$ cat config.mk
export PLATFORM = sky130hd
export DESIGN_NAME = q15_atan2_polynomial_top
export DESIGN_NICKNAME = d
export VERILOG_FILES = /design/src/qat2_pkg.sv /design/src/qat2_div_cell.sv /design/src/qat2_poly.sv /design/src/q15_atan2_polynomial_top.sv
export SDC_FILE = /design/constraint.sdc
export NUM_CORES = 2
export LEC_CHECK = 0
export BUFFER_PORTS_ARGS = -buffer_cell sky130_fd_sc_hd__buf_2
export CORE_UTILIZATION = 35
export DETAILED_ROUTE_END_ITERATION = 12
export HOLD_SLACK_MARGIN = 0.1
export PLACE_DENSITY = 0.55
export SETUP_SLACK_MARGIN = 0.4
export SYNTH_ARGS = -nofsm -noshare
export SYNTH_HDL_FRONTEND = slang
export SYNTH_SLANG_ARGS = --single-unit
$ cat constraint.sdc
create_clock -name clk -period 15.8 [get_ports clk]
set_input_delay 3.16 -clock clk [delete_from_list [all_inputs] [get_ports clk]]
set_output_delay 3.16 -clock clk [all_outputs]
set_load 0.005 [all_outputs]
$ cat src/qat2_pkg.sv
`timescale 1ns / 1ps

package qat2_pkg;

  localparam int unsigned DIV_W = 16;
  localparam int unsigned REM_W = DIV_W + 1;

  localparam logic [11:0] POLY_B = 12'd2847;
  localparam logic [13:0] POLY_A = 14'd11039;

  localparam logic [15:0] ANG_EQ_POS   = 16'd8192;
  localparam logic [15:0] ANG_EQ_NEG   = 16'd40960;
  localparam logic [15:0] ANG_ZERO     = 16'd0;
  localparam logic [15:0] ANG_HALF     = 16'd32768;
  localparam logic [15:0] ANG_QUARTER  = 16'd16384;
  localparam logic [15:0] ANG_3QUARTER = 16'd49152;

  localparam logic [15:0] Q15_MIN_MAG = 16'h8000;
  localparam logic [14:0] Q15_MAX     = 15'h7fff;

  // Which octant rule forms the final angle
  typedef enum logic [2:0] {
    SEL_EQ_POS,
    SEL_EQ_NEG,
    SEL_ZERO,
    SEL_XPOS,
    SEL_XNEG,
    SEL_YPOS,
    SEL_YNEG
  } sel_t;

  // Work item travelling down the divider chain
  typedef struct packed {
    logic [REM_W-1:0] rem;
    logic [DIV_W-1:0] den;
    logic [DIV_W-1:0] quo;
    logic             neg;
    sel_t             sel;
  } div_t;

endpackage

$ cat src/qat2_div_cell.sv
`timescale 1ns / 1ps

module qat2_div_cell (
  input  logic            clk,
  input  logic            rst_n,
  input  logic            in_valid,
  output logic            in_ready,
  input  qat2_pkg::div_t  in_data,
  output logic            out_valid,
  input  logic            out_ready,
  output qat2_pkg::div_t  out_data
);

  logic                        valid_r;
  qat2_pkg::div_t              data_r;
  qat2_pkg::div_t              data_nxt;
  logic                        ge;
  logic [qat2_pkg::REM_W-1:0]  diff;
  logic [qat2_pkg::REM_W-1:0]  rem_sel;

  assign ge      = (in_data.rem >= {1'b0, in_data.den});
  assign diff    = in_data.rem - {1'b0, in_data.den};
  assign rem_sel = ge ? diff : in_data.rem;

  // One restoring step: take the quotient bit, then shift the remainder up
  always_comb begin
    data_nxt     = in_data;
    data_nxt.rem = {rem_sel[qat2_pkg::DIV_W-1:0], 1'b0};
    data_nxt.quo = {in_data.quo[qat2_pkg::DIV_W-2:0], ge};
  end

  assign in_ready  = !valid_r || out_ready;
  assign out_valid = valid_r;
  assign out_data  = data_r;

  always_ff @(posedge clk) begin
    if (!rst_n) begin
      valid_r <= 1'b0;
    end else if (in_ready) begin
      valid_r <= in_valid;
    end
  end

  always_ff @(posedge clk) begin
    if (in_ready && in_valid) begin
      data_r <= data_nxt;
    end
  end

endmodule

$ cat src/qat2_poly.sv
`timescale 1ns / 1ps

module qat2_poly (
  input  logic            clk,
  input  logic            rst_n,
  input  logic            in_valid,
  output logic            in_ready,
  input  qat2_pkg::div_t  in_data,
  output logic            out_valid,
  input  logic            out_ready,
  output logic [15:0]     out_angle
);

  // Stage 1: signed ratio and its saturated magnitude
  logic               v1_r;
  logic signed [15:0] r1_r;
  logic [14:0]        abs1_r;
  qat2_pkg::sel_t     sel1_r;
  // Stage 2: correction product
  logic               v2_r;
  logic signed [15:0] r2_r;
  logic [26:0]        prod1_r;
  qat2_pkg::sel_t     sel2_r;
  // Stage 3: second product
  logic               v3_r;
  logic signed [30:0] prod2_r;
  qat2_pkg::sel_t     sel3_r;
  // Stage 4: output register
  logic               v4_r;
  logic [15:0]        angle_r;

  logic rdy1, rdy2, rdy3, rdy4;

  logic signed [15:0] r_nxt;
  logic [14:0]        abs_nxt;
  logic [26:0]        prod1_nxt;
  logic [13:0]        p_val;
  logic signed [30:0] prod2_nxt;
  logic [15:0]        u_val;
  logic [15:0]        angle_nxt;

  assign rdy4     = !v4_r || out_ready;
  assign rdy3     = !v3_r || rdy4;
  assign rdy2     = !v2_r || rdy3;
  assign rdy1     = !v1_r || rdy2;
  assign in_ready = rdy1;

  always_comb begin
    r_nxt = in_data.neg ? -$signed(in_data.quo) : $signed(in_data.quo);
    if (!r_nxt[15]) begin
      abs_nxt = r_nxt[14:0];
    end else if (r_nxt == $signed(qat2_pkg::Q15_MIN_MAG)) begin
      abs_nxt = qat2_pkg::Q15_MAX;
    end else begin
      abs_nxt = 15'(-r_nxt);
    end
  end

  assign prod1_nxt = 27'(qat2_pkg::POLY_B) * 27'(abs1_r);
  assign p_val     = qat2_pkg::POLY_A - 14'(prod1_r[26:15]);
  assign prod2_nxt = 31'($signed({1'b0, p_val})) * 31'(r2_r);
  assign u_val     = prod2_r[30:15];

  always_comb begin
    unique case (sel3_r)
      qat2_pkg::SEL_EQ_POS: angle_nxt = qat2_pkg::ANG_EQ_POS;
      qat2_pkg::SEL_EQ_NEG: angle_nxt = qat2_pkg::ANG_EQ_NEG;
      qat2_pkg::SEL_ZERO:   angle_nxt = qat2_pkg::ANG_ZERO;
      qat2_pkg::SEL_XPOS:   angle_nxt = u_val;
      qat2_pkg::SEL_XNEG:   angle_nxt = qat2_pkg::ANG_HALF + u_val;
      qat2_pkg::SEL_YPOS:   angle_nxt = qat2_pkg::ANG_QUARTER - u_val;
      qat2_pkg::SEL_YNEG:   angle_nxt = qat2_pkg::ANG_3QUARTER - u_val;
      default:              angle_nxt = qat2_pkg::ANG_ZERO;
    endcase
  end

  always_ff @(posedge clk) begin
    if (!rst_n) begin
      v1_r <= 1'b0;
      v2_r <= 1'b0;
      v3_r <= 1'b0;
      v4_r <= 1'b0;
    end else begin
      if (rdy1) v1_r <= in_valid;
      if (rdy2) v2_r <= v1_r;
      if (rdy3) v3_r <= v2_r;
      if (rdy4) v4_r <= v3_r;
    end
  end

  always_ff @(posedge clk) begin
    if (rdy1 && in_valid) begin
      r1_r   <= r_nxt;
      abs1_r <= abs_nxt;
      sel1_r <= in_data.sel;
    end
    if (rdy2 && v1_r) begin
      r2_r    <= r1_r;
      prod1_r <= prod1_nxt;
      sel2_r  <= sel1_r;
    end
    if (rdy3 && v2_r) begin
      prod2_r <= prod2_nxt;
      sel3_r  <= sel2_r;
    end
    if (rdy4 && v3_r) begin
      angle_r <= angle_nxt;
    end
  end

  assign out_valid = v4_r;
  assign out_angle = angle_r;

endmodule

$ cat src/q15_atan2_polynomial_top.sv
`timescale 1ns / 1ps

// Channel  Direction  tdata fields (lowest bit up)           Transfer
// in_      slave      y_value[15:0], x_value[31:16], signed  in_tvalid & in_tready
// out_     master     angle[15:0], unsigned                  out_tvalid & out_tready
//
// One item per clock while the output is not stalled; the path holds one operand stage, sixteen
// divider cells (one quotient bit each) and four polynomial stages.
// The sixteen-cell divider chain makes up most of the latency.
// rst_n clears every valid bit; payload registers are not reset.
// Each stage holds only while it is full and its successor cannot take data,
// so bubbles close up and input transfers continue while a result waits, until every stage is full.

module q15_atan2_polynomial_top (
  input  logic        clk,
  input  logic        rst_n,
  input  logic        in_tvalid,
  output logic        in_tready,
  input  logic [31:0] in_tdata,   // y_value[15:0], x_value[31:16]
  output logic        out_tvalid,
  input  logic        out_tready,
  output logic [15:0] out_tdata   // angle[15:0]
);

  localparam int unsigned NCELL = qat2_pkg::DIV_W;

  logic signed [15:0] y_in;
  logic signed [15:0] x_in;
  logic [15:0]        abs_y;
  logic [15:0]        abs_x;
  logic [15:0]        sat_y;
  logic [15:0]        sat_x;
  qat2_pkg::div_t     prep_nxt;

  logic               ve_r;
  qat2_pkg::div_t     de_r;
  logic               rdy_e;

  qat2_pkg::div_t     d   [0:NCELL];
  logic               v   [0:NCELL];
  logic               rdy [0:NCELL];

  assign y_in  = $signed(in_tdata[15:0]);
  assign x_in  = $signed(in_tdata[31:16]);
  assign abs_y = y_in[15] ? 16'(-y_in) : 16'(y_in);
  assign abs_x = x_in[15] ? 16'(-x_in) : 16'(x_in);
  assign sat_y = (abs_y == qat2_pkg::Q15_MIN_MAG) ? {1'b0, qat2_pkg::Q15_MAX} : abs_y;
  assign sat_x = (abs_x == qat2_pkg::Q15_MIN_MAG) ? {1'b0, qat2_pkg::Q15_MAX} : abs_x;

  // Pick the octant and order the operands so the ratio stays within one turn/8
  always_comb begin
    prep_nxt.quo = '0;
    prep_nxt.neg = y_in[15] ^ x_in[15];
    if (x_in == y_in) begin
      prep_nxt.rem = '0;
      prep_nxt.den = abs_y;
      if (y_in == 16'sd0) begin
        prep_nxt.sel = qat2_pkg::SEL_ZERO;
      end else if (y_in[15]) begin
        prep_nxt.sel = qat2_pkg::SEL_EQ_NEG;
      end else begin
        prep_nxt.sel = qat2_pkg::SEL_EQ_POS;
      end
    end else if (sat_x > sat_y) begin
      prep_nxt.rem = {1'b0, abs_y};
      prep_nxt.den = abs_x;
      prep_nxt.sel = x_in[15] ? qat2_pkg::SEL_XNEG : qat2_pkg::SEL_XPOS;
    end else begin
      prep_nxt.rem = {1'b0, abs_x};
      prep_nxt.den = abs_y;
      prep_nxt.sel = y_in[15] ? qat2_pkg::SEL_YNEG : qat2_pkg::SEL_YPOS;
    end
  end

  assign rdy_e     = !ve_r || rdy[0];
  assign in_tready = rdy_e;

  always_ff @(posedge clk) begin
    if (!rst_n) begin
      ve_r <= 1'b0;
    end else if (rdy_e) begin
      ve_r <= in_tvalid;
    end
  end

  always_ff @(posedge clk) begin
    if (rdy_e && in_tvalid) begin
      de_r <= prep_nxt;
    end
  end

  assign d[0] = de_r;
  assign v[0] = ve_r;

  for (genvar i = 0; i < NCELL; i++) begin : g_cell
    qat2_div_cell u_cell (
      .clk       (clk),
      .rst_n     (rst_n),
      .in_valid  (v[i]),
      .in_ready  (rdy[i]),
      .in_data   (d[i]),
      .out_valid (v[i+1]),
      .out_ready (rdy[i+1]),
      .out_data  (d[i+1])
    );
  end

  qat2_poly u_poly (
    .clk       (clk),
    .rst_n     (rst_n),
    .in_valid  (v[NCELL]),
    .in_ready  (rdy[NCELL]),
    .in_data   (d[NCELL]),
    .out_valid (out_tvalid),
    .out_ready (out_tready),
    .out_angle (out_tdata)
  );

endmodule

[Yosys cells after proc, flatten, opt, wreduce, memory -nomap -nowiden]
Index checks and enable logic that the tools add are counted.
Storage, ports and cells
  register bits after elaboration: 867
  bits in latches: 0
  memory bits (writable): 0
  bits in read-only memories: 0
  input bits: 36
  output and inout bits: 18
  logic and storage cells: 274
  memories: 0
Cells by class
  add/sub/neg operators: 23
  multipliers: 2
  divide/modulo/power cells: 0
  magnitude comparators: 17
  equality and inequality tests: 9
  shifts and indexed selects: 0
  muxes and demuxes: 31
  bitwise logic cells: 1
  reductions and logical operators: 65
Operator list (number)
  $mux W16: 21
  $ge A17 B16 Y1: 15
  $sub A16 B16 Y16: 15
  $pmux W16 S6: 1
  $eq A16 B16 Y1 const B: 3
  $neg A16 Y16: 3
  $mux W32: 1
  $mul A15 B16 Y31: 1
  $mux W15: 2
  $mul A12 B15 Y27 const A: 1
  $logic_and A1 B1 Y1: 21
  $logic_not A1 Y1: 21
  $logic_or A1 B1 Y1: 21
  $add A16 B16 Y16 const A: 1
  $eq A16 B16 Y1: 1
  $ge A16 B16 Y1: 1
  $gt A16 B16 Y1: 1
  $logic_not A16 Y1: 1
  $sub A15 B16 Y16 const A: 1
  $sub A16 B16 Y16 const A: 1
  $neg A15 Y15: 1
  $sub A14 B12 Y14 const A: 1
  $eq A3 B3 Y1 const B: 3
  $mux W3: 3
  6 further kinds: 7

[Longest topological paths before layout]
  word-level depth: 23
  mapped depth: 31
  gate-level depth less buffers: 29

[Modules after synthesis]
From an unflattened synthesis, not the netlist that was laid out.
Second synthesis, totals
  cell total of the unflattened synthesis: 5311
  area, all modules: 64074.0 µm²
By module, submodules not included
  qat2_div_cell at g_cell[0].u_cell ...: times used 12, cells each 212, area an instance 2807.7 µm²
  qat2_poly: times used 1, cells each 1620, area an instance 16348.2 µm²
  qat2_div_cell at g_cell[7].u_cell ...: times used 3, cells each 210, area an instance 2751.4 µm²
  q15_atan2_polynomial_top: times used 1, cells each 292, area an instance 2936.6 µm²
  qat2_div_cell at g_cell[1].u_cell: times used 1, cells each 225, area an instance 2842.7 µm²

[Worst setup path after synthesis]
OpenSTA, ideal clock, no wires.
  path kind: input -> register
  start: in out_tready
  end: reg g_cell[8].u_cell.data_r, in the netlist g_cell[8].u_cell.out_data[0], enable pin
  library setup time: 517 ps
  data arrival time: 7890 ps
  path slack: 7393 ps
  stages on the path: 8
  cells stage by stage: and2b_1 -> and3_1 -> and3_1 -> and3_1 -> and2_1 -> and3_1 -> and2_1 -> a21boi_0
Between the ends
  word-level cells in the longest chain between the ends: 13
RTL lines
  from (decl): RTL line q15_atan2_polynomial_top.sv:21  | input logic out_tready,
  $logic_or A1 B1 Y1: RTL line qat2_poly.sv:42  | assign rdy4 = !v4_r || out_ready;
  $logic_or A1 B1 Y1: RTL line qat2_poly.sv:43  | assign rdy3 = !v3_r || rdy4;
  $logic_or A1 B1 Y1: RTL line qat2_poly.sv:44  | assign rdy2 = !v2_r || rdy3;
  $logic_or A1 B1 Y1: RTL line qat2_poly.sv:45  | assign rdy1 = !v1_r || rdy2;
  $logic_or A1 B1 Y1 (8 in series): RTL line qat2_div_cell.sv:32  | assign in_ready = !valid_r || out_ready;
  $logic_and A1 B1 Y1: RTL line qat2_div_cell.sv:45  | if (in_ready && in_valid) begin
  to (signal assigned): RTL line qat2_div_cell.sv:46  | data_r <= data_nxt;
  to (decl): RTL line qat2_div_cell.sv:15  | qat2_pkg::div_t data_r;
No other way between the ends.
A chain may end at the register's enable or synchronous reset.

[Final worst setup path]
  start: in out_tready
  end: out in_tready
Between the ends
  word-level cells in the longest chain between the ends: 21
RTL lines
  $logic_or A1 B1 Y1: RTL line qat2_poly.sv:42
  $logic_or A1 B1 Y1: RTL line qat2_poly.sv:43
  $logic_or A1 B1 Y1: RTL line qat2_poly.sv:44
  $logic_or A1 B1 Y1: RTL line qat2_poly.sv:45
  $logic_or A1 B1 Y1 (16 in series): RTL line qat2_div_cell.sv:32
  $logic_or A1 B1 Y1: RTL line q15_atan2_polynomial_top.sv:75  | assign rdy_e = !ve_r || rdy[0];
  to (decl): RTL line q15_atan2_polynomial_top.sv:18  | output logic in_tready,
No other way between the ends.

==> flow_summary.toml <==
[detailed_routing]
route.vias.total = 32800
drt_iter0_drc = 1493
wire_length_per_cell_after_detailed_routing_um = 14.9
drt-pass1-iter-count = 5
antenna_left = 0
detail_route.drc_violations = 0
viasPerCell = 4.79
totalWireLength_mm = 102

[synth]
netlist_area_pre_place_sq_um = 53900
sequential_area_share_after_synthesis = 0.462
synthSimpleGateAreaFrac = 0.102
ys_warn_count = 0
number_of_unique_standard_cell_types_used_by_synthesis = 75
synth_xor_area_frac = 0.0455
combinational_family_with_the_most_area_after_synthesis = "adder cells"
synth_fa_ha_area_frac = 0.217
synthMuxAreaShare = 0.0262
syn_nets = 5442
synth-seq-cells = 837
synth_flop_type = "edfxtp_1"
synth_async_sr_flop_share = 0
syn-instance-count = 4662
synthesis.area_per_instance_sq_um = 11.6
synth_edf_count = 816
synth_compound_area_frac = 0.0893

[clocking]
numClockSinks = 837
cts.reportedPaths.clkPinSlew_ns = 0.06
h-tree-depth = 3
clock_tree.buffer_depth = 3
cts-hold-fix-buffers = 0
cts_tree = "built"
clock_insertion_delay_worst_skew_ns = 0.70
numCtsBuffers = 93
cts-root-buf = "clkbuf_16"
cts_setup_buffers = 0
ctsResizeCount = 0

[placement]
place_congestion = 0.841
hpwl_mm = 79.9
place.port_buffers = 53

[timing]
slew_violations = 0
grt_setup_unrepaired = "no"
worst_clock_skew_ns = 0.0329
timing.fmax_ghz = 0.105
timing.final.hold_violations = 0
tightestPinTransition_ns = 1.15
timing.final.crit_share = 0.600
report.final.setup_viol = 0
timing.max_slew.rel_slack = 0.233
layout_min_cycle_time_ns = 9.48
final.setup.tns_ns = 0
worst_hold_slack_ns = 0.411

[finish]
fill_cells = 14600
ff_latch_area_sq_um = 24900
multi_input_area_sq_um = 26100
fraction_of_layout_instances_using_a_drive_strength_above_1 = 0.0755
num-nets-final = 5538
syn_to_final_growth_pct = 11.1
num_antenna_cells = 0

[critical_path]
crit_path_max_fanout = 7
crit_arrival_ns = 6.32
worstSetupStartpointType = "input port"
cp_data_required_time_ns = 12.64
setup.worst_path.end = "in_tready"
worstRegToRegCells = 29
end_kind = "output port"
worst-r2r-setup-slack_ns = 7.11
worst-setup-path-type = "in -> out"
reg2reg_to = "u_poly.prod2_r[30]"
cp-startpoint = "out_tready"
rr_startpoint = "u_poly.prod1_r[20]"

[job]
max-cap-violations = 0

[power_and_ir_drop]
ir_worst_vdd_v = 0.0000748
static-leakage-power_nw = 24.4
power-per-cell-area_nw_per_um2 = 85.2

[global_route]
antenna_found_initial = 0
grt_overflow_total = 0
grt_max_degree = 52
grt_pass1_vias = 33800
grt_first_pass_wirelength_mm = 170
track_usage = 0.133

[floorplanning]
floorplan.rows = 143
die_width_um = 394
boundaryPins = 54
chip_height_um = 394
core_area_sq_um = 152000
start_util = 0.354
die_area_sq_um = 156000

[hold_path]
hp-class = "reg -> reg"

[outcome]
run_status = "completed"
## synth_stat cells, types with 32 or more instances
master    instances  area, sq um
xnor2_1         160         1400
o31ai_1          32          240
nor2b_1         142          888
mux2_2           87          980
xor2_1          120         1050
nand2b_1         97          607
a21o_1           80          601
nor3_1           49          245
o21ai_0         179          896
nand2_1         306         1150
ha_1            443         5540
mux2i_1          43          430
clkbuf_1         74          278
and2_1           61          382
a21oi_1         195          976
nand3_1          47          235
inv_1           739         2770
nor2_1          230          863
o21a_1           61          458
edfxtp_1        816        24500
fa_1            301         6030
## registers in the layout (all words and copies together) (netlist names), 15 cells and up
signal,count
g_cell.u_cell.out_valid,16
u_poly.out_angle,16
g_cell.u_cell.out_data,680
u_poly.prod2_r,16
u_poly.r1_r,16
u_poly.abs1_r,15
u_poly.r2_r,16
d,36
## kinds of logic (layout without fill, tap and decap cells)
logic type | after synthesis | in the layout
DFF | 837 | 837
buffers and inverters | 826 | 996
xor gates and xnor gates | 280 | 280
and+or+nand+nor | 1086 | 1086
AOI/OAI and AO/OA | 748 | 748
muxes | 130 | 130
adders and majority gates | 755 | 755
## routing by layer
metal  vias up  part of all wire  GRT usage
met5         -                 0          0
met1     16000              0.43      0.161
met4         0             0.026     0.0448
met2       363              0.52      0.242
met3       157             0.026     0.0164
li1      16300                 -          -
## placed cells by master (no fill, tap or decap), drive strengths merged, types with 24 or more instances in the layout
master	n
a211oi	24
a21boi	28
a21o	80
a21oi	195
a31oi	28
and2	61
buf	87
clkbuf	108
clkinv	41
edfxtp	816
fa	301
ha	443
inv	745
mux2	87
mux2i	43
nand2	307
nand2b	97
nand3	47
nand4	28
nor2	235
nor2b	142
nor3	49
o21a	61
o21ai	185
o31ai	32
or3	26
xnor2	160
xor2	120
## through the flow
stage | setup slack, ns | instances | total power, mW | cell area [sq um] | util
floorplan | 7.39 | 4662 | 2.90 | 53900 | -
global route | 6.03 | 6862 | 5.32 | 59900 | 0.393
CTS | 6.31 | 6862 | 5.19 | 59900 | 0.393
finish | 6.32 | 6862 | 5.10 | 59900 | 0.393
detailed placement | 6.20 | 6693 | 3.02 | 56900 | 0.373
global placement | 6.08 | 6693 | 3.02 | 56900 | 0.373
## worst min-delay path by stage
stage | startpoint | endpoint | slack [ns] | cells past startpoint
2_1_floorplan | d[848] | g_cell[0].u_cell.out_data[0] | 0.40 | 0
3_3_place_gp | g_cell[0].u_cell.out_data[2] | g_cell[1].u_cell.out_data[2] | 0.40 | 0
3_5_place_dp | g_cell[9].u_cell.out_data[11] | g_cell[10].u_cell.out_data[12] | 0.40 | 0
4_1_cts | g_cell[14].u_cell.out_data[11] | g_cell[15].u_cell.out_data[12] | 0.41 | 0
5_1_grt | g_cell[13].u_cell.out_data[0] | g_cell[14].u_cell.out_data[0] | 0.41 | 0
6_report | g_cell[14].u_cell.out_data[11] | g_cell[15].u_cell.out_data[12] | 0.41 | 0
## critical path, cell delays in order
cell and delay [ns]:
buf_2 0.09, and2b_1 0.26, and3_1 0.32, and3_1 0.34, and3_1 0.30, and4_1 0.41
and3_1 0.29, and2_1 0.32, and3_1 0.47, nand4_1 0.18, buf_2 0.16
## where the power goes
part | internal (mW) | switching [mW]
sequential | 2.49 | 0.0323
combinational | 0.203 | 0.246
clock | 1.25 | 0.884
total | 3.94 | 1.16
## layout make-up
type / count / area share
multi-input combinational: 2999 / 0.436
inverter: 740 / 0.0464
tap: 2030 / 0.0424
timing repair buffer: 87 / 0.00869
clock inverter: 61 / 0.0106
clock buffer: 108 / 0.0398
sequential: 837 / 0.416
Note: power is estimated with default switching activity, not from simulation.
